--- src/hw/rtl/lesf_pkg.sv ---
`timescale 1ns / 1ps
package lesf_pkg;

   localparam int CHAR_W  = 8;
   localparam int SIZE_W  = 11;
   localparam int COORD_W = 10;
   localparam int CSR_IDX_W  = 2;
   localparam int CSR_DATA_W = 11;

   localparam int DEF_MAX_WIDTH = 1024;
   localparam int MAX_HEIGHT    = 1024;

   localparam logic [CHAR_W-1:0] NEWLINE_BYTE = 8'd10;

   localparam logic [CSR_IDX_W-1:0] CSR_GRID_WIDTH  = 2'd0;
   localparam logic [CSR_IDX_W-1:0] CSR_GRID_HEIGHT = 2'd1;
   localparam logic [CSR_IDX_W-1:0] CSR_OBSTACLE    = 2'd2;

   localparam logic [SIZE_W-1:0] GRID_WIDTH_RESET  = 11'd1;
   localparam logic [SIZE_W-1:0] GRID_HEIGHT_RESET = 11'd1;
   localparam logic [CHAR_W-1:0] OBSTACLE_RESET    = 8'd111;

   // one cell on its way from the scan stage to the update stage
   typedef struct packed {
      logic               valid;
      logic               blocked;
      logic               first_col;
      logic               first_row;
      logic               last;
      logic [COORD_W-1:0] col;
      logic [COORD_W-1:0] row;
   } stage_type;

endpackage

--- src/hw/rtl/lesf_channels.sv ---
`timescale 1ns / 1ps
interface lesf_req_if
   import lesf_pkg::*;
   ();
   logic              valid;
   logic              ready;
   logic [CHAR_W-1:0] cell_char;

   modport source (output valid, output cell_char, input ready);
   modport sink   (input valid, input cell_char, output ready);
endinterface


--- src/hw/rtl/lesf_scan.sv ---
`timescale 1ns / 1ps
module lesf_scan
   import lesf_pkg::*;
#(
   parameter int MAX_WIDTH = DEF_MAX_WIDTH,
   localparam int AW = (MAX_WIDTH > 1) ? $clog2(MAX_WIDTH) : 1
) (
   input  logic                  clock,
   input  logic                  reset,
   input  logic                  csr_write_en,
   input  logic [CSR_IDX_W-1:0]  csr_index,
   input  logic [CSR_DATA_W-1:0] csr_write_data,
   lesf_req_if.sink              req_bus,
   input  logic                  stall,
   output logic                  rd_en,
   output logic [AW-1:0]         rd_addr,
   output stage_type             stage_ff,
   output logic [AW-1:0]         stage_addr_ff
);

   logic [SIZE_W-1:0]  grid_width_ff;
   logic [SIZE_W-1:0]  grid_height_ff;
   logic [CHAR_W-1:0]  obstacle_ff;
   logic [COORD_W-1:0] col_ff, col_in;
   logic [COORD_W-1:0] row_ff, row_in;
   logic [SIZE_W-1:0]  width_eff;
   logic [SIZE_W-1:0]  height_eff;
   logic               accept;
   logic               last_col;
   logic               last_row;
   logic [AW-1:0]      addr_in;
   stage_type          stage_in;

   assign req_bus.ready = !stall;
   assign accept        = req_bus.valid && !stall;

   // zero acts as one, oversize acts as the maximum
   always_comb begin
      if (grid_width_ff == '0) begin
         width_eff = SIZE_W'(1);
      end else if (32'(grid_width_ff) > MAX_WIDTH) begin
         width_eff = SIZE_W'(MAX_WIDTH);
      end else begin
         width_eff = grid_width_ff;
      end
      if (grid_height_ff == '0) begin
         height_eff = SIZE_W'(1);
      end else if (32'(grid_height_ff) > MAX_HEIGHT) begin
         height_eff = SIZE_W'(MAX_HEIGHT);
      end else begin
         height_eff = grid_height_ff;
      end
   end

   assign last_col = {1'b0, col_ff} >= (width_eff - SIZE_W'(1));
   assign last_row = {1'b0, row_ff} >= (height_eff - SIZE_W'(1));
   assign addr_in  = (32'(col_ff) < MAX_WIDTH) ? AW'(col_ff) : AW'(MAX_WIDTH - 1);

   always_comb begin
      col_in = col_ff;
      row_in = row_ff;
      if (accept) begin
         if (!last_col) begin
            col_in = col_ff + COORD_W'(1);
         end else begin
            col_in = '0;
            row_in = last_row ? '0 : row_ff + COORD_W'(1);
         end
      end
      stage_in.valid     = accept;
      stage_in.blocked   = (req_bus.cell_char == obstacle_ff) ||
                           (req_bus.cell_char == NEWLINE_BYTE);
      stage_in.first_col = (col_ff == '0);
      stage_in.first_row = (row_ff == '0);
      stage_in.last      = last_col && last_row;
      stage_in.col       = col_ff;
      stage_in.row       = row_ff;
   end

   assign rd_en   = accept;
   assign rd_addr = addr_in;

   always_ff @(posedge clock) begin
      if (reset) begin
         grid_width_ff  <= GRID_WIDTH_RESET;
         grid_height_ff <= GRID_HEIGHT_RESET;
         obstacle_ff    <= OBSTACLE_RESET;
         col_ff         <= '0;
         row_ff         <= '0;
         stage_ff.valid <= 1'b0;
      end else begin
         if (csr_write_en) begin
            case (csr_index)
               CSR_GRID_WIDTH:  grid_width_ff  <= csr_write_data;
               CSR_GRID_HEIGHT: grid_height_ff <= csr_write_data;
               CSR_OBSTACLE:    obstacle_ff    <= csr_write_data[CHAR_W-1:0];
               default: ;
            endcase
         end
         col_ff <= col_in;
         row_ff <= row_in;
         if (!stall) begin
            stage_ff.valid <= stage_in.valid;
         end
      end
      if (accept) begin
         stage_ff.blocked   <= stage_in.blocked;
         stage_ff.first_col <= stage_in.first_col;
         stage_ff.first_row <= stage_in.first_row;
         stage_ff.last      <= stage_in.last;
         stage_ff.col       <= stage_in.col;
         stage_ff.row       <= stage_in.row;
         stage_addr_ff      <= addr_in;
      end
   end

endmodule

--- src/flat_wrapper.sv ---
// flat-port wrapper written by rule: the top's interface ports become plain ports
module lesf_scan_flat import lesf_pkg::*;
#(
   parameter int MAX_WIDTH = DEF_MAX_WIDTH,
   localparam int AW = (MAX_WIDTH > 1) ? $clog2(MAX_WIDTH) : 1
)
  (clock, reset, csr_write_en, csr_index, csr_write_data, stall, rd_en, rd_addr, stage_ff, stage_addr_ff, req_bus_valid, req_bus_cell_char, req_bus_ready);
  lesf_req_if req_bus_i ();
  input  logic clock;
  input  logic reset;
  input  logic csr_write_en;
  input  logic [CSR_IDX_W-1:0] csr_index;
  input  logic [CSR_DATA_W-1:0] csr_write_data;
  input  logic stall;
  output logic rd_en;
  output logic [AW-1:0] rd_addr;
  output stage_type stage_ff;
  output logic [AW-1:0] stage_addr_ff;
  input wire logic [$bits(req_bus_i.valid)-1:0] req_bus_valid;
  input wire logic [$bits(req_bus_i.cell_char)-1:0] req_bus_cell_char;
  output wire logic [$bits(req_bus_i.ready)-1:0] req_bus_ready;
  assign req_bus_i.valid = req_bus_valid;
  assign req_bus_i.cell_char = req_bus_cell_char;
  assign req_bus_ready = req_bus_i.ready;
  lesf_scan #(.MAX_WIDTH(MAX_WIDTH)) u_core (.clock(clock), .reset(reset), .csr_write_en(csr_write_en), .csr_index(csr_index), .csr_write_data(csr_write_data), .req_bus(req_bus_i), .stall(stall), .rd_en(rd_en), .rd_addr(rd_addr), .stage_ff(stage_ff), .stage_addr_ff(stage_addr_ff));
endmodule
--- config.mk ---
export PLATFORM = sky130hd
export DESIGN_NAME = lesf_scan_flat
export DESIGN_NICKNAME = d
export VERILOG_FILES = /design/src/hw/rtl/lesf_pkg.sv /design/src/hw/rtl/lesf_channels.sv /design/src/hw/rtl/lesf_scan.sv /design/src/flat_wrapper.sv
export SDC_FILE = /design/constraint.sdc
export NUM_CORES = 1
export LEC_CHECK = 0
export ABC_AREA = 1
export BUFFER_PORTS_ARGS = -buffer_cell sky130_fd_sc_hd__buf_4
export CORE_ASPECT_RATIO = 1.4
export CORE_UTILIZATION = 50
export DETAILED_ROUTE_END_ITERATION = 10
export PLACE_DENSITY = 0.73
export RECOVER_POWER = 50
export SLEW_MARGIN = 5
export SYNTH_ARGS = -nofsm -noshare
export SYNTH_HDL_FRONTEND = slang
export SYNTH_SLANG_ARGS = --single-unit
--- constraint.sdc ---
create_clock -name clock -period 3.38 [get_ports clock]
set_input_delay 0.169 -clock clock [delete_from_list [all_inputs] [get_ports clock]]
set_output_delay 0.169 -clock clock [all_outputs]
set_load 0.005 [all_outputs]
* Yosys cells after proc, flatten, opt, wreduce, memory -nomap -nowiden
Cells that the tools add are included.
Storage, ports and cells: bits in registers 75, input bits 26, output and inout port bits 47, word-level logic and storage cells 43
Operators by class: add/sub/neg operators 4, order comparisons 4, equal/unequal tests 4, muxes and demuxes 6, reductions and logical operators 13
Operator list (number):
- two-way mux 11 bit | 4
- greater-or-equal comparator 10 x 11 -> 1 bit | 2
- greater-than comparator 11 bit, second input constant | 2
- logical NOT 11 bit | 2
- subtractor 11 x 1 -> 11 bit, second input constant | 2
- adder 10 x 1 -> 10 bit, second input constant | 2
- logical NOT 10 bit | 2
- two-way mux 10 bit | 2
- == test 8 x 4 -> 1 bit, second input constant | 1
- == test 8 bit | 1
- AND reduction 2 bit | 4
- == test 2 x 1 -> 1 bit, second input constant | 1
- == test 2 bit, second input constant | 1
- logical AND 1 bit | 2
- logical NOT 2 bit | 1
- logical NOT 1 bit | 1
- logical OR 1 bit | 1

* Depth between registers and ports, before layout
Gate-level depths: netlist (run 1).
word-level depth 6, depth in mapped cells 27, mapped depth without buffers 27

* Worst setup path before layout (run 1)
Ideal clock, no wire load.
kind register to register, start register u_core.grid_height_ff[2], end register u_core.stage_ff[20] (netlist name), setup time 252 ps, arrival time 2663 ps, required time 3128 ps, slack 464 ps, stages on the path, launching flop included 26, buffers on the path 1, period minus slack after synthesis 2916 ps, cells stage by stage dfxtp_1 inv_1 nand3_1 nor2_1 nand2_2 nand2_4 a21oi_1 ha_1 nand2_1 a21oi_2 nand3_1 xnor2_1 ha_1 nand2_1 inv_1 a21oi_1 nand2_1 nand2_1 nand3_1 nand2_1 nand2_1 nand2_1 nand2_1 nand2_2 buf_6 nor2_1
RTL lines:
- start: declaration | line lesf_scan.sv:22 | logic [SIZE_W-1:0] grid_height_ff;
- start signal: assignment | line lesf_scan.sv:95 | CSR_GRID_HEIGHT: grid_height_ff <= csr_write_data;

* Final worst setup path (run 1)
start register u_core.grid_height_ff[0], end register u_core.row_ff[9]
On the way: longest elaborated chain between the ends 6, elaborated cells between the ends (all ways) 7, those cells by class 1 x add/sub; 2 x order compare; 3 x mux; 1 x reduce/logical
RTL lines:
- greater-than comparator 11 bit | line lesf_scan.sv:48 | end else if (32'(grid_height_ff) > MAX_HEIGHT) begin
- two-way mux 11 bit | line lesf_scan.sv:48
- two-way mux 11 bit * | line lesf_scan.sv:46 | if (grid_height_ff == '0) begin
- subtractor 11 x 1 -> 11 bit * | line lesf_scan.sv:56 | assign last_row = {1'b0, row_ff} >= (height_eff - SIZE_W'(1));
- greater-or-equal comparator 10 x 11 -> 1 bit * | line lesf_scan.sv:56
- two-way mux 10 bit * | line lesf_scan.sv:67 | row_in = last_row ? '0 : row_ff + COORD_W'(1);
- end signal: assignment | line lesf_scan.sv:101 | row_ff <= row_in;
- end: declaration | line lesf_scan.sv:25 | logic [COORD_W-1:0] row_ff, row_in;
Every way passes the cells marked *; elsewhere a longest branch is shown, timed or not. A chain may end at the register's enable or synchronous reset.

==> flow_metrics.py, run 1 <==
metrics = {
    "status": {
        "status": "finished, final reports clean",
    },
    "power_and_ir_drop": {
        "power_mw": 1.97,
        "swShare": 0.291,
        "p_int_mw": 1.40,
        "pwr-share-seq": 0.507,
        "peakVddDrop_mv": 0.266,
        "p_switching_mw": 0.574,
        "power_frac_clock": 0.289,
        "power_density_mw_per_mm2": 407,
        "p_comb_frac": 0.204,
        "p_leak_nw": 2.13,
    },
    "synth": {
        "postSynthCellCount": 516,
        "synth_edf_count": 24,
        "yosys-top-cells-area": "dfxtp_1, edfxtp_1, nand2_1, ha_1, nor2_1",
        "synth.avg_cell_area_um2": 8.02,
        "synth_area_mm2": 0.00414,
        "ys.flop_type": "dfxtp_1",
        "ys_top_cells_by_count": "nand2_1, nor2_1, dfxtp_1",
        "ys_ff_latch": 75,
        "yosysWarnings": 0,
        "yosysMostFrequentCell": "nand2_1",
        "yosysSeqAreaShare": 0.421,
        "ys_async_sr_fraction": 0,
        "yosysTopAreaCellShare": 0.247,
        "yosys.area.top_type": "dfxtp_1",
        "synth_cell_types": 35,
        "syn-num-nets": 568,
    },
    "clocking": {
        "cts-htree-levels": 3,
        "cts_sinks": 75,
        "cts_tree": "built",
        "cts_made_buffers": 9,
        "clk_latency_ns": 0.35,
        "clk_pin_slew_worst_paths_ns": 0.07,
        "cts_buffer_depth": 2,
        "cts_root_buffer": "clkbuf_8",
    },
    "sta": {
        "relSlewSlack": 0.507,
        "skew_ns": 0.0104,
        "fmax_ghz": 0.321,
        "slew_violations": 0,
        "timing.hold.ws_ns": 0.0437,
        "setup_viol": 0,
        "period_share": 0.922,
        "min_period_ns": 3.12,
        "totalNegativeSetupSlack_ns": 0,
        "finalHoldViolCount": 0,
        "worst_pin_slew_ns": 0.733,
    },
    "floorplan": {
        "ios": 73,
        "dieArea_mm2": 0.00865,
        "rows": 38,
        "coreArea_mm2": 0.00789,
        "initial_core_util": 0.524,
        "die_w_um": 78.9,
        "die_h_um": 110,
    },
    "grt": {
        "grt_max_degree": 31,
        "antenna_found_initial": 0,
        "grtUsageTotal": 0.208,
        "grt_pass1_wl_um": 14000,
        "grt.overflow.total": 0,
        "grt_pass1_vias": 3259,
    },
    "cells_and_area": {
        "nets": 628,
        "final_util": 0.614,
        "insertedDiodeCount": 0,
        "syn_to_final_growth_pct": 17.1,
        "drive_gt1_frac": 0.196,
    },
    "route": {
        "dr_wl_met3_um": 359,
        "via_count": 3569,
        "drt-met1-wl_um": 3550,
        "wl_met2_um": 4520,
        "drtPass1Iterations": 4,
        "detail-route-antenna-nets": 0,
        "wirelength_um": 8580,
        "highest_layer": "met4",
        "drc": 0,
        "wl_per_cell_um": 12.6,
        "viasPerCell": 5.24,
        "drt-initial-drc-count": 235,
    },
    "critical_path": {
        "cp_common_cell": "nand2_1",
        "slowest_stage": "dfxtp_2",
        "critPathMaxFanout": 10,
        "cp.required_ns": 3.67,
        "cpPeakStageDelay_ns": 0.38,
        "cp.arrival_ns": 3.41,
        "start_kind": "flop",
        "critPathKind": "reg2reg",
        "crit_path_end_kind": "flop",
    },
    "placement": {
        "dp.final_hpwl_um": 6620,
        "io_buffers": 72,
        "routabilityCongestion": 0.855,
    },
    "worst_hold_path": {
        "hold_path_class": "in2reg",
    },
    "flow_run": {
        "cap_violations": 0,
    },
}
-- kinds of logic after synthesis --
kind of cell	Yosys count	synth area share
buf+inv	80	0.0953
simple gates	242	0.259
xor+xnor	28	0.0593
fa+ha+maj	26	0.0786
flops	75	0.421
compound gates	65	0.0868
-- timing repair --
item	4_1_cts	5_1_grt
hold endpoints to repair	2	0
buffers inserted	0	1
hold buffers	1	0
setup endpoints to repair	0	11
resized for setup	0	15
-- path summary, 6_finish.rpt --
kind / from / to / slack [ns] / cells past startpoint
setup / recovery: u_core.grid_height_ff[0] / u_core.row_ff[9] / 0.26 / 27
hold / removal: csr_write_data[2] / u_core.obstacle_ff[2] / 0.04 / 3
setup reg to reg: u_core.grid_height_ff[0] / u_core.row_ff[9] / 0.26 / 27
hold reg to reg: u_core.stage_ff[24] / u_core.stage_ff[24] / 0.46 / 2
-- cells in the final DEF, fill, tap and decap left out, types with 6 or more instances in the layout --
cell and n:
a21oi_1 16, buf_4 49, clkbuf_4 27, clkbuf_8 9, dfxtp_1 45, dfxtp_2 6, edfxtp_1 24, ha_1 25
inv_1 47, nand2_1 93, nand3_1 38, nand4_1 10, nor2_1 69, nor3_1 11, o21ai_0 31, o21ai_1 8
xnor2_1 15, xor2_1 13
-- critical path: cells and delay by family, from the launching register on --
family / cells / cell delay [ns]
AO/OA/AOI/OAI: 3 / 0.53
XOR/XNOR: 1 / 0.20
adder cells (fa/ha/maj): 2 / 0.45
buffers and inverters: 1 / 0.04
flip-flops: 1 / 0.38
AND/OR/NAND/NOR: 20 / 1.42
-- power by group through the flow --
stage                     sequential, mW  clock, mW  combinational, mW
final                               1.00      0.570              0.402
after global routing                1.01      0.614              0.455
after CTS                          0.999      0.583              0.379
after detailed placement            1.02          0              0.377
after global placement              1.02          0              0.364
after floorplan                     1.01          0              0.278
-- registers in the layout, indices dropped and copies added (netlist names) --
register / count
u_core.row_ff: 10
u_core.grid_width_ff: 11
u_core.obstacle_ff: 8
u_core.rd_addr: 10
u_core.stage_ff: 15
u_core.grid_height_ff: 11
u_core.stage_addr_ff: 10
-- through the flow --
step	setup slack [ns]	cell area [um2]	std cells
finish	0.262	4840	681
global placement	0.300	4630	662
detailed placement	0.0959	4630	662
global route	-0.0284	4840	681
CTS	0.0474	4790	679
floorplan	0.464	4140	516
-- layout make-up --
type	instances	area [um2]
fill	728	3050
clock buffer	13	139
clock inverter	3	16.3
tap	100	125
timing repair buffer	78	584
multi-input combinational	362	2040
inverter	50	188
sequential	75	1750
-- routing by layer --
layer,vias to the layer above,global-route usage
met5,-,0
li1,1808,-
met1,1654,0.222
met2,96,0.391
met4,0,0.116
met3,11,0.0290
Power figures use the tool's default switching activity.
==> inputs of run 2 (changes only) <==
--- a/config.mk
+++ b/config.mk
@@ -5,7 +5,6 @@
 export SDC_FILE = /design/constraint.sdc
 export NUM_CORES = 1
 export LEC_CHECK = 0
-export ABC_AREA = 1
 export BUFFER_PORTS_ARGS = -buffer_cell sky130_fd_sc_hd__buf_4
 export CORE_ASPECT_RATIO = 1.4
 export CORE_UTILIZATION = 50
==> flow_metrics.py, run 2 <==
metrics = {
    "route": {
        "viasPerCell": 5.56,
        "drtPass1Iterations": 4,
        "detail-route-antenna-nets": 0,
        "via_count": 3483,
        "drc": 0,
        "drt-met1-wl_um": 3550,
        "wl_per_cell_um": 14.7,
        "wirelength_um": 9200,
        "wl_met2_um": 4910,
        "dr_wl_met3_um": 483,
        "highest_layer": "met4",
        "drt-initial-drc-count": 263,
    },
    "floorplan": {
        "dieArea_mm2": 0.00840,
        "rows": 38,
        "die_w_um": 77.7,
        "die_h_um": 108,
        "coreArea_mm2": 0.00775,
        "ios": 73,
        "initial_core_util": 0.518,
    },
    "synth": {
        "ys.flop_type": "dfxtp_1",
        "yosysMostFrequentCell": "dfxtp_1",
        "synth_area_mm2": 0.00402,
        "yosys.area.top_type": "dfxtp_1",
        "postSynthCellCount": 426,
        "yosysWarnings": 0,
        "synth.avg_cell_area_um2": 9.43,
        "yosys-top-cells-area": "dfxtp_1, edfxtp_1, ha_1, mux2i_1, nor2_1",
        "yosysTopAreaCellShare": 0.254,
        "syn-num-nets": 478,
        "yosysSeqAreaShare": 0.434,
        "ys_ff_latch": 75,
        "synth_cell_types": 49,
        "ys_async_sr_fraction": 0,
        "synth_edf_count": 24,
        "ys_top_cells_by_count": "dfxtp_1, nor2_1, nand2_1",
    },
    "placement": {
        "io_buffers": 72,
        "dp.final_hpwl_um": 6730,
        "routabilityCongestion": 0.856,
        "place_ws_ns": -0.267,
    },
    "grt": {
        "grt_pass1_vias": 3217,
        "grt_max_degree": 34,
        "antenna_found_initial": 0,
        "grt.overflow.total": 0,
        "grtUsageTotal": 0.228,
        "grt_pass1_wl_um": 14700,
    },
    "power_and_ir_drop": {
        "p_leak_nw": 2.28,
        "peakVddDrop_mv": 0.258,
        "power_density_mw_per_mm2": 379,
    },
    "clocking": {
        "cts-htree-levels": 3,
        "cts_made_buffers": 9,
        "cts_sinks": 75,
        "cts_tree": "built",
        "clk_latency_ns": 0.36,
        "clk_pin_slew_worst_paths_ns": 0.08,
        "cts_buffer_depth": 2,
        "cts_hold_buf": 0,
        "cts_root_buffer": "clkbuf_8",
    },
    "critical_path": {
        "cp_top_family": "simple AND/OR/NAND/NOR gates",
        "r2r_start": "u_core.grid_height_ff[2]",
        "crit_chain": "or4_4 > or3_4 > nor2_4 > o21ai_2 > ha_4 > or4b_4 > a32oi_1 > ha_2 > or3_4 > a211oi_4 > o21ai_4 > nor3_4 > clkbuf_16 > mux2_4",
        "cp.required_ns": 3.69,
        "cpPeakStageDelay_ns": 0.55,
        "crit_start": "u_core.grid_height_ff[2]",
        "crit_path_end_kind": "flop",
        "critPathMaxFanout": 5,
        "critPathKind": "reg2reg",
        "path_buf_inv": 1,
        "start_kind": "flop",
        "cp_common_cell": "or3_4",
        "cp.arrival_ns": 3.85,
        "slowest_stage": "or4_4",
    },
    "worst_hold_path": {
        "hold_path_class": "in2reg",
        "hold_start": "csr_write_data[0]",
    },
    "sta": {
        "rsz0062_at_grt": "yes",
        "fin_ws_ns": -0.160,
        "relSlewSlack": 0.264,
        "slew_violations": 0,
        "period_share": 1.05,
        "setup_viol": 10,
        "fmax_ghz": 0.282,
        "min_period_ns": 3.54,
        "skew_ns": 0.00990,
        "worst_pin_slew_ns": 1.10,
        "timing.hold.ws_ns": 0.0501,
        "finalHoldViolCount": 0,
    },
    "cells_and_area": {
        "insertedDiodeCount": 0,
        "largest_register": "u_core.stage_ff",
        "largest_register_ffs": 15,
        "final_cell_mix": "buf_4, dfxtp_1, nor2_1",
        "drive_gt1_frac": 0.314,
        "final_util": 0.676,
        "reg.largest.list": "u_core.stage_ff (15), u_core.grid_height_ff (11), u_core.grid_width_ff (11)",
        "syn_to_final_growth_pct": 30.5,
        "nets": 573,
        "final_common_cell": "buf_4",
    },
    "flow_run": {
        "cap_violations": 0,
    },
    "status": {
        "violations": "setup timing",
        "status": "finished, violations left",
    },
}
==> run 2: changes by cell type after synthesis, moves of 6 or more <==
cell | previous run | this run
inv_1 | 48 | 17
nand2_1 | 95 | 45
o21ai_0 | 31 | 8
nand4_1 | 10 | 3
or3_1 | 0 | 7
and3_1 | 0 | 6
o22ai_1 | 0 | 7
nor2b_1 | 0 | 7
o21ai_1 | 8 | 2
nor2_1 | 70 | 49
nand3_1 | 38 | 19
mux2i_1 | 0 | 21
==> run 2: report_power, final <==
part           internal (mW)  leakage [nW]  total (mW)  switching [mW]
Sequential             0.956         0.652       0.973          0.0176
Clock                  0.281        0.0844       0.605           0.323
Combinational          0.206          1.54       0.409           0.202
Total                   1.44          2.28        1.99           0.543
==> run 2: final timing paths <==
kind / depth (start not counted) / slack [ns] / to
setup reg to reg: 14 / -0.16 / u_core.row_ff[0]
setup / recovery: 14 / -0.16 / u_core.row_ff[0]
hold / removal: 3 / 0.05 / u_core.grid_height_ff[0]
hold reg to reg: 2 / 0.49 / u_core.obstacle_ff[4]
==> run 2: cells by family (layout without fill, tap and decap cells) <==
logic type	Yosys count	count (layout)	share of synthesized area
muxes	22	22	0.0552
DFF	75	75	0.434
buffers and inverters	49	148	0.0645
and+or+nand+nor	164	164	0.198
AOI/OAI and AO/OA	68	69	0.120
adders and majority gates	26	26	0.0810
xor gates and xnor gates	22	22	0.0480
==> run 2: through the flow <==
stage	std cells	total power, mW	TNS (ns)	instance area (um2)
5_1_grt	626	2.08	-2.79	5240
6_report	626	1.99	-1.26	5240
2_1_floorplan	426	1.19	-1.45	4040
4_1_cts	622	1.95	-1.60	5080
3_5_place_dp	602	1.33	-4.14	4780
3_3_place_gp	602	1.32	-1.58	4780
==> run 2: worst reg2reg max path: stages (launching register included) <==
cell,delay (ns)
dfxtp_2,0.32
or4_4,0.55
or3_4,0.38
nor2_4,0.09
o21ai_2,0.08
ha_4,0.18
or4b_4,0.19
a32oi_1,0.10
ha_2,0.20
or3_4,0.38
a211oi_4,0.30
o21ai_4,0.10
nor3_4,0.28
clkbuf_16,0.21
mux2_4,0.13
==> run 2: cell type report <==
| type | instances | area (um2) |
|---|---|---|
| repair buffers | 115 | 901 |
| fillers | 647 | 2510 |
| multi-input cells | 303 | 2240 |
| well taps | 100 | 125 |
| inverters | 17 | 63.8 |
| clock inverters | 5 | 28.8 |
| clock buffers | 11 | 141 |
| flip-flops and latches | 75 | 1740 |
==> run 2: timing repair <==
action / 4_1_cts / 5_1_grt
buffers inserted: 4 / 2
pin swaps: 7 / 8
endpoints found under the setup margin: 21 / 21
gates cloned: 0 / 2
resized for setup: 17 / 22
==> run 2: metal layers <==
layer  up-vias  GRT usage
met5         -          0
li1       1702          -
met3        19     0.0549
met4         0      0.117
met1      1657      0.240
met2       105      0.420
