### src/hw/rtl/lesf_pkg.sv
`timescale 1ns / 1ps
package lesf_pkg;

   localparam int CHAR_W  = 8;
   localparam int SIZE_W  = 11;
   localparam int COORD_W = 10;
   localparam int CSR_IDX_W  = 2;
   localparam int CSR_DATA_W = 11;

   localparam int DEF_MAX_WIDTH = 1024;
   localparam int MAX_HEIGHT    = 1024;

   localparam logic [CHAR_W-1:0] NEWLINE_BYTE = 8'd10;

   localparam logic [CSR_IDX_W-1:0] CSR_GRID_WIDTH  = 2'd0;
   localparam logic [CSR_IDX_W-1:0] CSR_GRID_HEIGHT = 2'd1;
   localparam logic [CSR_IDX_W-1:0] CSR_OBSTACLE    = 2'd2;

   localparam logic [SIZE_W-1:0] GRID_WIDTH_RESET  = 11'd1;
   localparam logic [SIZE_W-1:0] GRID_HEIGHT_RESET = 11'd1;
   localparam logic [CHAR_W-1:0] OBSTACLE_RESET    = 8'd111;

   // one cell on its way from the scan stage to the update stage
   typedef struct packed {
      logic               valid;
      logic               blocked;
      logic               first_col;
      logic               first_row;
      logic               last;
      logic [COORD_W-1:0] col;
      logic [COORD_W-1:0] row;
   } stage_type;

endpackage

### src/hw/rtl/lesf_channels.sv


interface lesf_rsp_if
   import lesf_pkg::*;
   ();
   logic               valid;
   logic               ready;
   logic [COORD_W-1:0] origin_x;
   logic [COORD_W-1:0] origin_y;
   logic [SIZE_W-1:0]  square_size;

   modport source (output valid, output origin_x, output origin_y, output square_size,
                   input ready);
   modport sink   (input valid, input origin_x, input origin_y, input square_size,
                   output ready);
endinterface

### src/hw/rtl/lesf_update.sv
`timescale 1ns / 1ps
module lesf_update
   import lesf_pkg::*;
(
   input  logic              clock,
   input  logic              reset,
   input  stage_type         stage,
   input  logic [SIZE_W-1:0] up_raw,
   output logic              stall,
   output logic              wr_en,
   output logic [SIZE_W-1:0] wr_data,
   lesf_rsp_if.source        rsp_bus
);

   logic [SIZE_W-1:0]  left_ff;
   logic [SIZE_W-1:0]  upper_left_ff;
   logic [SIZE_W-1:0]  best_size_ff, best_size_in;
   logic [COORD_W-1:0] best_x_ff, best_x_in;
   logic [COORD_W-1:0] best_y_ff, best_y_in;
   logic               rsp_valid_ff;
   logic [COORD_W-1:0] origin_x_ff;
   logic [COORD_W-1:0] origin_y_ff;
   logic [SIZE_W-1:0]  square_size_ff;
   logic               fire;
   logic [SIZE_W-1:0]  up, left, upper_left, min_lu, min3, size_in;
   logic [SIZE_W-1:0]  x_span, y_span;

   // a finished grid waits only if the result register is still full
   assign stall = stage.valid && stage.last && rsp_valid_ff && !rsp_bus.ready;
   assign fire  = stage.valid && !stall;

   always_comb begin
      up         = stage.first_row ? '0 : up_raw;
      left       = stage.first_col ? '0 : left_ff;
      upper_left = (stage.first_col || stage.first_row) ? '0 : upper_left_ff;
      min_lu     = (up < left) ? up : left;
      min3       = (upper_left < min_lu) ? upper_left : min_lu;
      size_in    = stage.blocked ? '0 : min3 + SIZE_W'(1);
      x_span     = {1'b0, stage.col} + SIZE_W'(1) - size_in;
      y_span     = {1'b0, stage.row} + SIZE_W'(1) - size_in;
      best_size_in = best_size_ff;
      best_x_in    = best_x_ff;
      best_y_in    = best_y_ff;
      if (size_in > best_size_ff) begin
         best_size_in = size_in;
         best_x_in    = x_span[COORD_W-1:0];
         best_y_in    = y_span[COORD_W-1:0];
      end
   end

   assign wr_en   = fire;
   assign wr_data = size_in;

   always_ff @(posedge clock) begin
      if (reset) begin
         left_ff       <= '0;
         upper_left_ff <= '0;
         best_size_ff  <= '0;
         best_x_ff     <= '0;
         best_y_ff     <= '0;
         rsp_valid_ff  <= 1'b0;
      end else begin
         if (fire) begin
            if (stage.last) begin
               left_ff       <= '0;
               upper_left_ff <= '0;
               best_size_ff  <= '0;
               best_x_ff     <= '0;
               best_y_ff     <= '0;
            end else begin
               left_ff       <= size_in;
               upper_left_ff <= up;
               best_size_ff  <= best_size_in;
               best_x_ff     <= best_x_in;
               best_y_ff     <= best_y_in;
            end
         end
         if (fire && stage.last) begin
            rsp_valid_ff <= 1'b1;
         end else if (rsp_bus.ready) begin
            rsp_valid_ff <= 1'b0;
         end
      end
      if (fire && stage.last) begin
         origin_x_ff    <= best_x_in;
         origin_y_ff    <= best_y_in;
         square_size_ff <= best_size_in;
      end
   end

   assign rsp_bus.valid       = rsp_valid_ff;
   assign rsp_bus.origin_x    = origin_x_ff;
   assign rsp_bus.origin_y    = origin_y_ff;
   assign rsp_bus.square_size = square_size_ff;

endmodule

### src/flat_wrapper.sv
// flat-port wrapper written by rule: the top's interface ports become plain ports
module lesf_update_flat import lesf_pkg::*;
  (clock, reset, stage, up_raw, stall, wr_en, wr_data, rsp_bus_valid, rsp_bus_origin_x, rsp_bus_origin_y, rsp_bus_square_size, rsp_bus_ready);
  lesf_rsp_if rsp_bus_i ();
  input  logic clock;
  input  logic reset;
  input  stage_type stage;
  input  logic [SIZE_W-1:0] up_raw;
  output logic stall;
  output logic wr_en;
  output logic [SIZE_W-1:0] wr_data;
  output wire logic [$bits(rsp_bus_i.valid)-1:0] rsp_bus_valid;
  output wire logic [$bits(rsp_bus_i.origin_x)-1:0] rsp_bus_origin_x;
  output wire logic [$bits(rsp_bus_i.origin_y)-1:0] rsp_bus_origin_y;
  output wire logic [$bits(rsp_bus_i.square_size)-1:0] rsp_bus_square_size;
  input wire logic [$bits(rsp_bus_i.ready)-1:0] rsp_bus_ready;
  assign rsp_bus_valid = rsp_bus_i.valid;
  assign rsp_bus_origin_x = rsp_bus_i.origin_x;
  assign rsp_bus_origin_y = rsp_bus_i.origin_y;
  assign rsp_bus_square_size = rsp_bus_i.square_size;
  assign rsp_bus_i.ready = rsp_bus_ready;
  lesf_update u_core (.clock(clock), .reset(reset), .stage(stage), .up_raw(up_raw), .stall(stall), .wr_en(wr_en), .wr_data(wr_data), .rsp_bus(rsp_bus_i));
endmodule
### config.mk
export PLATFORM = sky130hd
export DESIGN_NAME = lesf_update_flat
export DESIGN_NICKNAME = d
export VERILOG_FILES = /design/src/hw/rtl/lesf_pkg.sv /design/src/hw/rtl/lesf_channels.sv /design/src/hw/rtl/lesf_update.sv /design/src/flat_wrapper.sv
export SDC_FILE = /design/constraint.sdc
export NUM_CORES = 1
export LEC_CHECK = 0
export BUFFER_PORTS_ARGS = -buffer_cell sky130_fd_sc_hd__buf_2
export CAP_MARGIN = 20
export CORE_UTILIZATION = 45
export CTS_CLUSTER_DIAMETER = 50
export DETAILED_ROUTE_END_ITERATION = 10
export PLACE_DENSITY = 0.72
export SLEW_MARGIN = 15
export SYNTH_ARGS = -nofsm -noshare
export SYNTH_HDL_FRONTEND = slang
export SYNTH_SLANG_ARGS = --single-unit
export TNS_END_PERCENT = 100
### constraint.sdc
create_clock -name clock -period 24.7 [get_ports clock]
set_input_delay 3.705 -clock clock [delete_from_list [all_inputs] [get_ports clock]]
set_output_delay 3.705 -clock clock [all_outputs]
set_load 0.02 [all_outputs]
-- Word level (Yosys, flattened, before mapping)
Index checks and enable logic that the tools add are counted.
- flip-flop bits (word level): 85
- output and inout port bits: 45
- input bits: 39
- logic and storage cells: 42
- $add $sub $neg: 5
- order comparisons: 3
- reduce and logical (&&, ||, !) cells: 9
- multiplexer cells: 16
- operators with widths (cell ; count):
    11-bit two-way mux ; 10
    10-bit two-way mux ; 4
    11-bit less-than comparator ; 2
    10-bit by 1-bit adder with 10-bit output, second input constant ; 2
    10-bit subtractor ; 2
    11-bit by 1-bit adder with 11-bit output, second input constant ; 1
    11-bit > comparator ; 1
    1-bit logical AND ; 5
    1-bit logical NOT ; 2
    1-bit two-way mux ; 2
    2-bit nonzero test ; 1
    1-bit logical OR ; 1

-- Logic depth before layout (Yosys ltp)
Gate-level depths: netlist (run 1).
- depth after elaboration: 10
- mapped depth: 39
- gate-level depth less buffers: 34

-- Worst setup path after synthesis (run 1)
OpenSTA, ideal clock, no wires.
- path kind: input -> output
- start point: input stage[22] (netlist name)
- end point: output wr_data[10]
- data required time: 20.995 ns
- slack: 12.136 ns
- data arrival time: 8.859 ns
- stages on the path: 26
- buffers on the path: 3
- path through: clkbuf_1 clkinv_1 nand2_1 ha_1 a21oi_1 a2111o_1 nand3_1 buf_2 nor2_1 a31oi_1 ha_1 a21oi_1 o211ai_1 a21oi_1 a21oi_1 mux2i_4 buf_6 mux2i_2 ha_1 and2_1 nor4bb_1 nand3_1 xnor2_1 mux2i_1 mux2i_1 nor2_1
- longest elaborated chain between the ends: 7
- elaborated cells on any way between the ends: 9
- classes of those cells: add/sub (1); order compare (2); mux (5); reduce/logical (1)
- ends and longest elaborated chain (element ; line ; text):
    start, declared ; flat_wrapper.sv:7 ; input stage_type stage;
    11-bit two-way mux ; lesf_update.sv:34 ; left = stage.first_col ? '0 : left_ff;
    11-bit less-than comparator ; lesf_update.sv:36 ; min_lu = (up < left) ? up : left;
    11-bit two-way mux ; lesf_update.sv:36 ;
    11-bit less-than comparator ; lesf_update.sv:37 ; min3 = (upper_left < min_lu) ? upper_left : min_lu;
    11-bit two-way mux (*) ; lesf_update.sv:37 ;
    11-bit by 1-bit adder with 11-bit output (*) ; lesf_update.sv:38 ; size_in = stage.blocked ? '0 : min3 + SIZE_W'(1);
    11-bit two-way mux (*) ; lesf_update.sv:38 ;
    end, declared ; flat_wrapper.sv:11 ; output logic [SIZE_W-1:0] wr_data;
Every way passes the cells marked *; elsewhere a longest branch is shown, timed or not.

-- Worst setup path in the final report (run 1)
- start point: input stage[21] (netlist name)
- end point: output wr_data[10]
- longest elaborated chain between the ends: 7
- elaborated cells on any way between the ends: 9
- classes of those cells: add/sub (1); order compare (2); mux (5); reduce/logical (1)
- ends and longest elaborated chain (element ; line ; text):
    11-bit two-way mux ; lesf_update.sv:33 ; up = stage.first_row ? '0 : up_raw;
    11-bit less-than comparator ; lesf_update.sv:36 ;
    11-bit two-way mux ; lesf_update.sv:36 ;
    11-bit less-than comparator ; lesf_update.sv:37 ;
    11-bit two-way mux (*) ; lesf_update.sv:37 ;
    11-bit by 1-bit adder with 11-bit output (*) ; lesf_update.sv:38 ;
    11-bit two-way mux (*) ; lesf_update.sv:38 ;
Marks and branches as above.

==> results by group, run 1 <==
Synthesis
  – Main flop type after synthesis: dfxtp_1
  – Yosys reg bits: 85
  – Syn. warnings: 0
  – Ys async rst share: 0%
  – Post-synth top area share: roughly 18%
  – Avg Inst Size Synth: between 8 and 9 µm²
  – Mapped Nets: ~800
  – Unique masters post-synth: 61
  – Largest area contributor in the netlist: dfxtp_1
  – Sequential cell area fraction in the yosys report: 33.9%
  – Mapped Cells: just under 700
  – Mapped Area: 0.00593 mm²
  – Dominant cells by area after synthesis: dfxtp_1 18%, edfxtp_1 16%, ha_1 14%
  – Number of synthesized flops with an enable pin: 31

Power
  – Clock share of power: between 30% and 40%
  – Leakage: 2.92 nW
  – Switching Share: roughly 36%
  – Reg power frac: about a third
  – Total power per unit cell area: 70.7 mW/mm²
  – P_int: between 300 and 400 µW
  – Worst VDD drop: ~34 µV
  – Logic gate share of total power: between 30% and 40%
  – Net Switching: about 170 µW

Clock tree
  – Resized Gates After CTS: 0
  – TritonCTS clock tree: done
  – CTS buffer count: 9
  – Clock root buffer: clkbuf_16
  – CTS Buffer Depth: 2
  – Setup Buffers After CTS: 0
  – CTS sink cnt: 85
  – CTS Hold Bufs: 0
  – Max H-tree Level: 3
  – Clock latency on the worst-skew pair: roughly 0.35 ns
  – Clock transition at path regs: around 0.070 ns

Timing
  – Final Hold Fails: 0
  – Final-report setup violation count: 0
  – Setup TNS: 0 ns
  – Maximum clock frequency: between 70 and 80 MHz
  – Max Clock Skew: 0.00906 ns
  – Worst hold margin: around 0.46 ns
  – Final period util: 57.3%
  – Slew margin rel.: between 20% and 30%
  – Measured slew at the worst slew-check pin: 1.12 ns
  – Min Tclk post-route: approximately 14 ns
  – Count of pins over their slew limit: 0
  – RSZ-0062 raised after global routing: no

Die
  – Die footprint: between 0.01 and 0.015 mm²
  – I/O pin count: 84
  – Die Y: between 100 and 150 µm
  – Die Wd: approximately 120 µm
  – Core area: ~0.013 mm²
  – Initial Util: approximately 47%
  – Cell Rows: slightly above 40

Place
  – Final GP Congestion: approximately 0.94
  – PortBufs: 83
  – Placed cells: about 910
  – Post-DP Area: around 0.0065 mm²
  – Final HPWL DP: around 12,000 µm

Global routing
  – Initial antenna violation count: 0
  – GRT overflow: 0
  – First-pass GRT wire length: roughly 25,000 µm
  – Largest net degree at the start of global routing: 36
  – GRT Resource Usage Total: around a quarter
  – Number of global-route vias before repair: 4,957

Setup path
  – Crit path DAT: roughly 10 ns
  – CP max-delay cell: and3_1
  – Bufs and invs on worst path: 2
  – Crit start category: input pin
  – CP Depth: 24
  – R2R Path Start: u_core.left_ff[8]
  – Flop-to-flop setup slack: between 15 and 20 ns
  – Critical Path Sink: wr_data[10]
  – CP peak stage delay: about 0.67 ns
  – Worst path required time: 21.00 ns
  – Critical path launch point: stage[21]
  – Critical path class: in -> out
  – Reg2reg end: u_core.best_x_ff[9]
  – Critical Path Sink Type: primary output
  – CP top delay family: simple AND/OR/NAND/NOR gates
  – Worst path cell trace: buf_2, nor2b_1, ha_1, a211oi_1, nor2_1, nor2_1, and3_1, mux2_2, ha_1, a211oi_1, o211ai_1, a21oi_1, a21oi_1, mux2i_4, mux2i_2, ha_1, nand2_1, nor4_1, nand3_1, xnor2_1, mux2i_1, mux2i_1, nor2_1, buf_2
  – Crit path max fanout: 14
  – Reg2Reg Depth: 30

Finish
  – Diode count: 0
  – Area added between synthesis and finish: 14.4%
  – Fin nets: approximately 860
  – Finished Core Util: a little over half
  – Post-route design area: 0.00678 mm²
  – Layout cell share with drive strength beyond 1: roughly 16%
  – Final instance count without filler cells: just over 900

Flow run
  – Max-cap violations: 0

Routing
  – Routed wire length: between 15,000 and 20,000 µm
  – Vias: ~5k
  – DRT antenna net count: 0
  – Drt first pass iters: 5
  – First DRT Iteration DRCs: roughly 350
  – Drt via density: 5.50
  – Residual DRC: 0
  – Mean routed wirelength per cell: approximately 17 µm

Status
  – Outcome: completed

Min path
  – Worst Hold Class: reg -> reg
## cell families (layout without fill, tap and decap cells)
group                    after synthesis  in the layout  synth area share (%)
AO/OA/AOI/OAI                        138            138                  16.0
flip-flops                            85             85                  33.9
XOR/XNOR                              40             40                  5.91
AND/OR/NAND/NOR                      249            249                  19.9
adder cells (fa/ha/maj)               68             68                  14.6
buffers and inverters                 80            151                  5.42
multiplexers                          22             22                  4.30
## area by class of cell
class / instances / area, µm²
fill: 1245 / 5940
multi-input combinational: 517 / 3600
timing repair buffer: 87 / 449
tap: 172 / 215
sequential: 85 / 2010
clock buffer: 10 / 229
clock inverter: 6 / 95.1
inverter: 48 / 180
## synth_stat cells (14+ instances only)
cell      instances
clkbuf_1         26
nand2b_1         17
o21ai_0          18
edfxtp_1         31
ha_1             66
a21oi_1          35
xnor2_1          31
nand3_1          14
dfxtp_1          54
mux2i_1          14
nand2_1          96
a22o_1           18
nor2_1           54
nor3_1           15
inv_1            47
## cell usage in the layout (no fill, tap or decap), drive strengths merged, types with 20 or more instances in the layout
cell type	synthesis	routed
buf	6	87
a21oi	35	35
xnor2	31	31
dfxtp	54	54
o21ai	20	20
edfxtp	31	31
nand2	96	96
nor2	58	58
inv	47	48
ha	66	66
## per-layer routing
layer	global-route usage, %	part of all wire [%]	routed length (µm)	up-vias
li1	-	-	-	2543
met1	31.7	46	7390	2412
met2	42.6	48	7780	108
met3	3.14	3.8	614	20
met4	10.9	2.1	331	0
met5	0	0	0	-
## stage by stage
stage          power [mW]  worst slack [ns]
2_1_floorplan       0.293             12.14
3_3_place_gp        0.328             10.90
3_5_place_dp        0.333             10.70
4_1_cts             0.481             10.70
5_1_grt             0.506              9.97
6_report            0.480             10.54
## worst min-delay path by stage
stage                                 start  slack, ns  cells past startpoint                 endpoint
floorplan           u_core.upper_left_ff[8]       0.43                      2  u_core.upper_left_ff[8]
global placement    u_core.upper_left_ff[9]       0.44                      2  u_core.upper_left_ff[9]
detailed placement  u_core.upper_left_ff[8]       0.45                      2  u_core.upper_left_ff[8]
CTS                 u_core.upper_left_ff[8]       0.46                      2  u_core.upper_left_ff[8]
global route        u_core.upper_left_ff[8]       0.48                      2  u_core.upper_left_ff[8]
finish              u_core.upper_left_ff[8]       0.46                      2  u_core.upper_left_ff[8]
## worst min-delay path, cell delays in order, from the launching register on
cell	delay, ns
dfxtp_1	0.31
nand2_1	0.05
a21oi_1	0.05
## sequential cells by signal (all words and copies together), names as in the netlist, 10 cells and up
signal                      cells
u_core.rsp_bus.square_size     11
u_core.rsp_bus.origin_x        10
u_core.best_size_ff            11
u_core.left_ff                 11
u_core.best_x_ff               10
u_core.upper_left_ff           11
u_core.best_y_ff               10
u_core.rsp_bus.origin_y        10
## power groups by stage
| stage | Sequential (mW) | Combinational (mW) | Clock (mW) |
|---|---|---|---|
| floorplan | 0.178 | 0.115 | 0 |
| global placement | 0.169 | 0.159 | 0 |
| detailed placement | 0.170 | 0.163 | 0 |
| CTS | 0.167 | 0.164 | 0.151 |
| global route | 0.168 | 0.182 | 0.156 |
| finish | 0.167 | 0.164 | 0.149 |
No activity file was read; power rests on OpenSTA's default activity.
==> run 2: changes to the inputs <==
--- a/config.mk
+++ b/config.mk
@@ -5,6 +5,7 @@
 export SDC_FILE = /design/constraint.sdc
 export NUM_CORES = 1
 export LEC_CHECK = 0
+export ABC_AREA = 1
 export BUFFER_PORTS_ARGS = -buffer_cell sky130_fd_sc_hd__buf_2
 export CAP_MARGIN = 20
 export CORE_UTILIZATION = 45
==> constraint.sdc (replaced) <==
create_clock -name clock -period 14 [get_ports clock]
set_input_delay 2.1 -clock clock [delete_from_list [all_inputs] [get_ports clock]]
set_output_delay 2.1 -clock clock [all_outputs]
set_load 0.02 [all_outputs]
==> run 2 against run 1 <==
Via count decreased by 3.0%. First-iteration DRC count is 12% lower. Synthesized area shrank 5.6%. Global-route usage down 2.9 points. Final cell count rose by 7.0%. Count of clock-buffer cells in the layout unchanged. Wire length decreased by 16%. Worst setup slack lost 5.1 ns. Combinational power grew 20%.
==> results by group, run 2 <==
Die
  – Initial Util: 46.4% (-0.22 points)
  – Die Wd: 114 µm (-2.8%)
  – Core area: 0.0121 mm² (-5.2%)
  – Die Y: 114 µm (-2.8%)
  – Cell Rows: 40 (-2.4%)
  – Die footprint: 0.0129 mm² (-5.5%)
  – I/O pin count: 84 (unchanged)

Synthesis
  – Syn. warnings: 0 (unchanged)
  – Synth cell count leaders: 228 x nand2_1, 94 x inv_1, 78 x a21oi_1
  – Post-Synth Adder-Cell Area: 15.5% (+0.87 points)
  – Main flop type after synthesis: dfxtp_1
  – Number of synthesized flops with an enable pin: 31 (unchanged)
  – Post-synth top area share: 19.3% (+1.1 points)
  – Xor/xnor share of the synthesized area: 2.50% (-3.4 points)
  – Ys async rst share: 0% (unchanged)
  – Post-synthesis mux area share: 0% (-4.3 points)
  – Simple-Gate Fraction of Synth Area: 24.1% (+4.3 points)
  – Largest family of logic cells by synthesized area: simple AND/OR/NAND/NOR gates
  – Top-count cell post-synth: nand2_1
  – Yosys reg bits: 85 (unchanged)
  – Synth Area in Compound Gates: 13.5% (-2.4 points)
  – Dominant cells by area after synthesis: dfxtp_1 19%, edfxtp_1 17%, nand2_1 15%
  – Sequential cell area fraction in the yosys report: 35.9% (+2.0 points)
  – Mapped Area: 0.00560 mm² (-5.6%)
  – Mapped Cells: 744 (+9.1%)
  – Avg Inst Size Synth: 7.52 µm² (-13%)
  – Unique masters post-synth: 39 (-36%)
  – Largest area contributor in the netlist: dfxtp_1
  – Mapped Nets: 851 (+7.9%)

Setup path
  – Crit path DAT: 6.42 ns (-4.04 ns)
  – Worst path required time: 11.90 ns (-9.10 ns)
  – Crit path max fanout: 21 (+7)
  – Critical path class: in -> out
  – Crit start category: input pin
  – Critical Path Sink Type: primary output

Timing
  – Max Clock Skew: 0.00884 ns (-0.000217 ns)
  – Final period util: between 60 and 70%
  – Maximum clock frequency: 117 MHz
  – Setup TNS: 0 ns (unchanged)
  – Count of pins over their slew limit: 0 (unchanged)
  – Worst hold margin: 0.464 ns (+0.00593 ns)
  – Post-route setup slack: 5.48 ns (-5.06 ns)
  – Slew margin rel.: 55.7% (+30 points)
  – Final-report setup violation count: 0 (unchanged)
  – Min Tclk post-route: approximately 8.5 ns
  – RSZ-0062 raised after global routing: no
  – Final Hold Fails: 0 (unchanged)
  – Measured slew at the worst slew-check pin: 0.662 ns (-0.458 ns)

Clock tree
  – Resized Gates After CTS: 0 (unchanged)
  – CTS Buffer Depth: 2 (unchanged)
  – Max H-tree Level: 3 (unchanged)
  – CTS buffer count: 9 (unchanged)
  – Clock latency on the worst-skew pair: 0.35 ns (about the same)
  – CTS Hold Bufs: 0 (unchanged)
  – TritonCTS clock tree: done
  – Clock transition at path regs: 0.06 ns (about the same)
  – Clock root buffer: clkbuf_16
  – Setup Buffers After CTS: 0 (unchanged)
  – CTS sink cnt: 85 (unchanged)

Power
  – Overall power: 725 µW (+51%)
  – Clock share of power: 33.4% (+2.3 points)
  – Net Switching: 242 µW (+42%)
  – Switching Share: 33.4% (-2.1 points)
  – P_int: 483 µW (+56%)
  – Total power per unit cell area: 112 mW/mm² (+58%)
  – Leakage: 2.91 nW (-0.54%)
  – Worst VDD drop: 86.5 µV (+150%)
  – Reg power frac: 39.5% (+4.8 points)
  – Logic gate share of total power: 27.1% (-7.1 points)

Place
  – Post-DP Area: 0.00616 mm² (-4.6%)
  – Pre-CTS setup slack: 5.17 ns (-5.52 ns)
  – Placed cells: 973 (+7.0%)
  – Final GP Congestion: 0.892 (-4.9%)
  – Final HPWL DP: 9750 µm (-21%)
  – PortBufs: 83 (unchanged)

Finish
  – Most frequent cells in the layout: 228 x nand2_1, 94 x inv_1, 83 x buf_2
  – Post-route design area: 0.00648 mm² (-4.4%)
  – Diode count: 0 (unchanged)
  – Commonest non-fill, non-tap cell in the layout: nand2_1
  – Fin nets: 924 (+8.1%)
  – Layout cell share with drive strength beyond 1: 17.3% (+1.3 points)
  – Final instance count without filler cells: 990 (+7.0%)
  – Finished Core Util: 53.8% (+0.44 points)
  – Area added between synthesis and finish: 15.9%

Routing
  – First DRT Iteration DRCs: 310 (-12%)
  – Drt via density: 4.98 (-9.4%)
  – Mean routed wirelength per cell: 13.6 µm (-22%)
  – DRT antenna net count: 0 (unchanged)
  – Routed wire length: 13,500 µm (-16%)
  – Vias: 4,931 (-3.0%)
  – Residual DRC: 0 (unchanged)
  – Drt first pass iters: 5 (unchanged)

Global routing
  – First-pass GRT wire length: 22,200 µm (-12%)
  – Largest net degree at the start of global routing: 56 (+56%)
  – GRT overflow: 0 (unchanged)
  – GRT Resource Usage Total: 22.1% (-2.9 points)
  – Initial antenna violation count: 0 (unchanged)
  – Number of global-route vias before repair: 4,600 (-7.2%)

Flow run
  – Max-cap violations: 0 (unchanged)

Status
  – Outcome: completed

Min path
  – Worst Hold Class: reg -> reg
[run 2: area by class of cell]
class	instances	area [µm²]
flip-flops and latches	85	2010
fillers	1171	5580
clock inverters	6	70.1
inverters	96	360
repair buffers	88	465
multi-input cells	537	3140
well taps	168	210
clock buffers	10	229
[run 2: worst max-delay path, cell delays in order]
cell	delay (ns)
buf_2	0.12
inv_1	0.34
nand2_1	0.15
ha_1	0.32
nand2_1	0.09
inv_1	0.04
nand2_1	0.06
nand2_1	0.04
a21oi_1	0.18
nand2_2	0.24
o21ai_0	0.33
inv_1	0.08
ha_1	0.29
a21oi_1	0.07
o21a_1	0.16
o221a_2	0.30
nand2_4	0.16
nand2_1	0.06
nand2_1	0.13
ha_1	0.20
nand2_2	0.09
nor2_4	0.16
nand2_2	0.08
o21bai_2	0.12
nand3_2	0.15
inv_1	0.15
buf_2	0.18
[run 2: worst paths after layout]
path,startpoint,end,slack [ns],cells past startpoint
worst min register to register,u_core.best_x_ff[0],u_core.best_x_ff[0],0.46,2
worst max register to register,u_core.left_ff[6],u_core.best_y_ff[9],7.44,37
worst min-delay path,u_core.best_x_ff[0],u_core.best_x_ff[0],0.46,2
worst max-delay path,stage[22],wr_data[8],5.48,27
[run 2: logic make-up (layout without fill, tap and decap cells)]
kind of cell / after synthesis / after routing
AND/OR/NAND/NOR: 315 / 315
AO/OA/AOI/OAI: 138 / 138
buffers and inverters: 122 / 200
flip-flops: 85 / 85
adder cells (fa/ha/maj): 68 / 68
XOR/XNOR: 16 / 16
[run 2: power groups by stage]
stage                     clock [mW]  sequential [mW]  combinational [mW]
after floorplan                    0            0.304               0.133
after global placement             0            0.292               0.194
after detailed placement           0            0.292               0.195
after CTS                      0.247            0.286               0.197
after global routing           0.260            0.288               0.222
final                          0.242            0.286               0.197
[run 2: metal layers]
metal / routed length, µm / up-vias / share of wire, % / track usage, %
met2: 6400 / 104 / 47 / 37.9
met1: 6320 / 2245 / 47 / 27.7
li1: - / 2570 / - / -
met3: 646 / 12 / 4.8 / 5.37
met5: 0 / - / 0 / 0
met4: 139 / 0 / 1.0 / 5.79
==> run 3: changes to the inputs <==
--- a/config.mk
+++ b/config.mk
@@ -11,7 +11,7 @@
 export CORE_UTILIZATION = 45
 export CTS_CLUSTER_DIAMETER = 50
 export DETAILED_ROUTE_END_ITERATION = 10
-export PLACE_DENSITY = 0.72
+export PLACE_DENSITY = 0.75
 export SLEW_MARGIN = 15
 export SYNTH_ARGS = -nofsm -noshare
 export SYNTH_HDL_FRONTEND = slang
==> constraint.sdc (replaced) <==
create_clock -name clock -period 7.2 [get_ports clock]
set_input_delay 1.08 -clock clock [delete_from_list [all_inputs] [get_ports clock]]
set_output_delay 1.08 -clock clock [all_outputs]
set_load 0.02 [all_outputs]
==> run 3 against run 2 <==
Count of clock-buffer cells in the layout did not move. Clock power is 100% higher. Die area stayed put. Final cell count rose by 1.6%. Critical path type is now in -> reg.
==> results by group, run 3 (same netlist as run 2, synthesis figures left out) <==
Routing
  – Uppermost layer routed: met4
  – Mean routed wirelength per cell: 14.0 µm (+3.0%)
  – Routed wire length: 14,100 µm (+4.6%)
  – WL met1: 6350 µm (+0.60%)
  – DRT antenna net count: 0 (unchanged)
  – Drt via density: 5.14 (+3.3%)
  – First DRT Iteration DRCs: 290 (-6.5%)
  – WL met2: 6730 µm (+5.1%)
  – Met3 Wirelength: 767 µm (+19%)
  – Vias: 5,174 (+4.9%)
  – Residual DRC: 0 (unchanged)
  – Drt first pass iters: 6 (+1)

Clock tree
  – CTS buffer count: 9 (unchanged)
  – Setup Buffers After CTS: 0 (unchanged)
  – Clock latency on the worst-skew pair: 0.35 ns (about the same)
  – CTS sink cnt: 85 (unchanged)
  – Clock transition at path regs: 0.07 ns (about the same)
  – Clock root buffer: clkbuf_16
  – TritonCTS clock tree: done
  – CTS Hold Bufs: 0 (unchanged)
  – Max H-tree Level: 3 (unchanged)
  – CTS Buffer Depth: 2 (unchanged)

Finish
  – Post-route design area: 0.00665 mm² (+2.5%)
  – Area added between synthesis and finish: 18.7%
  – Layout cell share with drive strength beyond 1: 19.1% (+1.8 points)
  – Register area: 0.00201 mm² (unchanged)
  – Diode count: 0 (unchanged)
  – Fin nets: 940 (+1.7%)
  – Fill count: 1,177 (+0.51%)
  – Most frequent cells in the layout: 228 x nand2_1, 94 x inv_1, 83 x buf_2
  – Multi-input logic area: 0.00315 mm² (+0.40%)
  – Commonest non-fill, non-tap cell in the layout: nand2_1

Min path
  – Worst Hold Launch: u_core.best_y_ff[3]
  – Hold path depth: 2 (unchanged)
  – Hold EP: u_core.best_y_ff[3]
  – Worst Hold Class: reg -> reg

Flow run
  – Max-cap violations: 0 (unchanged)

Die
  – Initial Util: 46.4% (unchanged)
  – I/O pin count: 84 (unchanged)
  – Die Wd: 114 µm (unchanged)
  – Die Y: 114 µm (unchanged)
  – Die footprint: 0.0129 mm² (unchanged)
  – Cell Rows: 40 (unchanged)
  – Core area: 0.0121 mm² (unchanged)

Timing
  – Final Hold Fails: 0 (unchanged)
  – Final period util: approximately 94%
  – Measured slew at the worst slew-check pin: 0.634 ns (-0.0279 ns)
  – Count of pins over their slew limit: 0 (unchanged)
  – Max Clock Skew: 0.00971 ns (+0.000870 ns)
  – Min Tclk post-route: 6.76 ns
  – Slew margin rel.: 57.8% (+2.0 points)
  – Worst hold margin: 0.466 ns (+0.00147 ns)
  – Final-report setup violation count: 0 (unchanged)
  – Maximum clock frequency: around 150 MHz
  – RSZ-0062 raised after global routing: no

Power
  – Worst VDD drop: 139 µV (+61%)
  – Total power per unit cell area: 221 mW/mm² (+98%)
  – Leakage: 3.01 nW (+3.5%)

Global routing
  – GRT overflow: 0 (unchanged)
  – GRT Resource Usage Total: 23.3% (+1.2 points)
  – Number of global-route vias before repair: 4,950 (+7.6%)
  – First-pass GRT wire length: 23,500 µm (+5.7%)
  – Initial antenna violation count: 0 (unchanged)
  – Largest net degree at the start of global routing: 56 (unchanged)

Setup path
  – Worst path required time: 7.31 ns (-4.59 ns)
  – Crit path DAT: 6.87 ns (+0.45 ns)
  – Critical Path Sink Type: flip-flop
  – Critical path class: in -> reg
  – Crit start category: input pin
  – Cell mode on critical path: nand2_1
  – Reg2reg end: u_core.rsp_bus.origin_x[9]
  – Reg2Reg Depth: 31 (-16%)
  – CP max-delay cell: ha_1
  – Crit path max fanout: 21 (unchanged)
  – R2R Path Start: u_core.left_ff[6]
  – Flop-to-flop setup slack: 1.18 ns (-6.26 ns)
  – CP peak stage delay: 0.35 ns (about the same)

Status
  – Outcome: completed

Place
  – PortBufs: 83 (unchanged)
  – Post-DP Area: 0.00630 mm² (+2.2%)
  – Final HPWL DP: 10,300 µm (+5.8%)
  – Final GP Congestion: 0.855 (-4.2%)
==> run 3: per-stage QoR <==
step	util [%]	setup slack [ns]	setup TNS, ns	total power [mW]	instances
floorplan	-	0.0714	0	0.850	744
global placement	52.2	-0.0410	-0.0692	0.974	989
detailed placement	52.2	-0.0766	-0.174	0.978	989
CTS	54.8	0.262	0	1.47	1005
global route	55.1	0.0390	0	1.55	1006
finish	55.1	0.442	0	1.47	1006
==> run 3: cell type report <==
type / count / share of cell area (%)
multi-input combinational: 537 / 47.4
timing repair buffer: 104 / 9.00
tap: 168 / 3.16
inverter: 96 / 5.42
clock buffer: 10 / 3.60
sequential: 85 / 30.3
clock inverter: 6 / 1.15
==> run 3: critical path: cells and delay by family <==
family	cells	cell delay [ns]
simple gates	15	1.85
compound gates	9	2.05
fa+ha+maj	3	0.86
buf+inv	7	1.05
==> run 3: timing repair <==
action	4_1_cts	5_1_grt
endpoints found under the setup margin	0	11
endpoints found under the hold margin	0	0
resized for setup	0	8
==> run 3: how the worst max path moves through the flow <==
stage | start | endpoint
6_report | stage[22] | u_core.rsp_bus.origin_x[9]
5_1_grt | stage[22] | u_core.best_y_ff[9]
4_1_cts | stage[22] | u_core.best_y_ff[9]
3_5_place_dp | stage[22] | u_core.rsp_bus.origin_x[9]
3_3_place_gp | stage[22] | u_core.rsp_bus.origin_x[9]
2_1_floorplan | stage[22] | u_core.rsp_bus.origin_x[9]
==> run 3: power by group <==
group          switching, mW  internal (mW)  total, mW
sequential            0.0122          0.545      0.557
clock                  0.208          0.284      0.493
combinational          0.270          0.148      0.418
==> run 3: metal layers <==
layer  track usage (%)  vias to the layer above
met5                 0                        -
met4              7.81                        0
met3              5.26                       23
met2              39.3                      121
met1              29.4                     2431
li1                  -                     2599
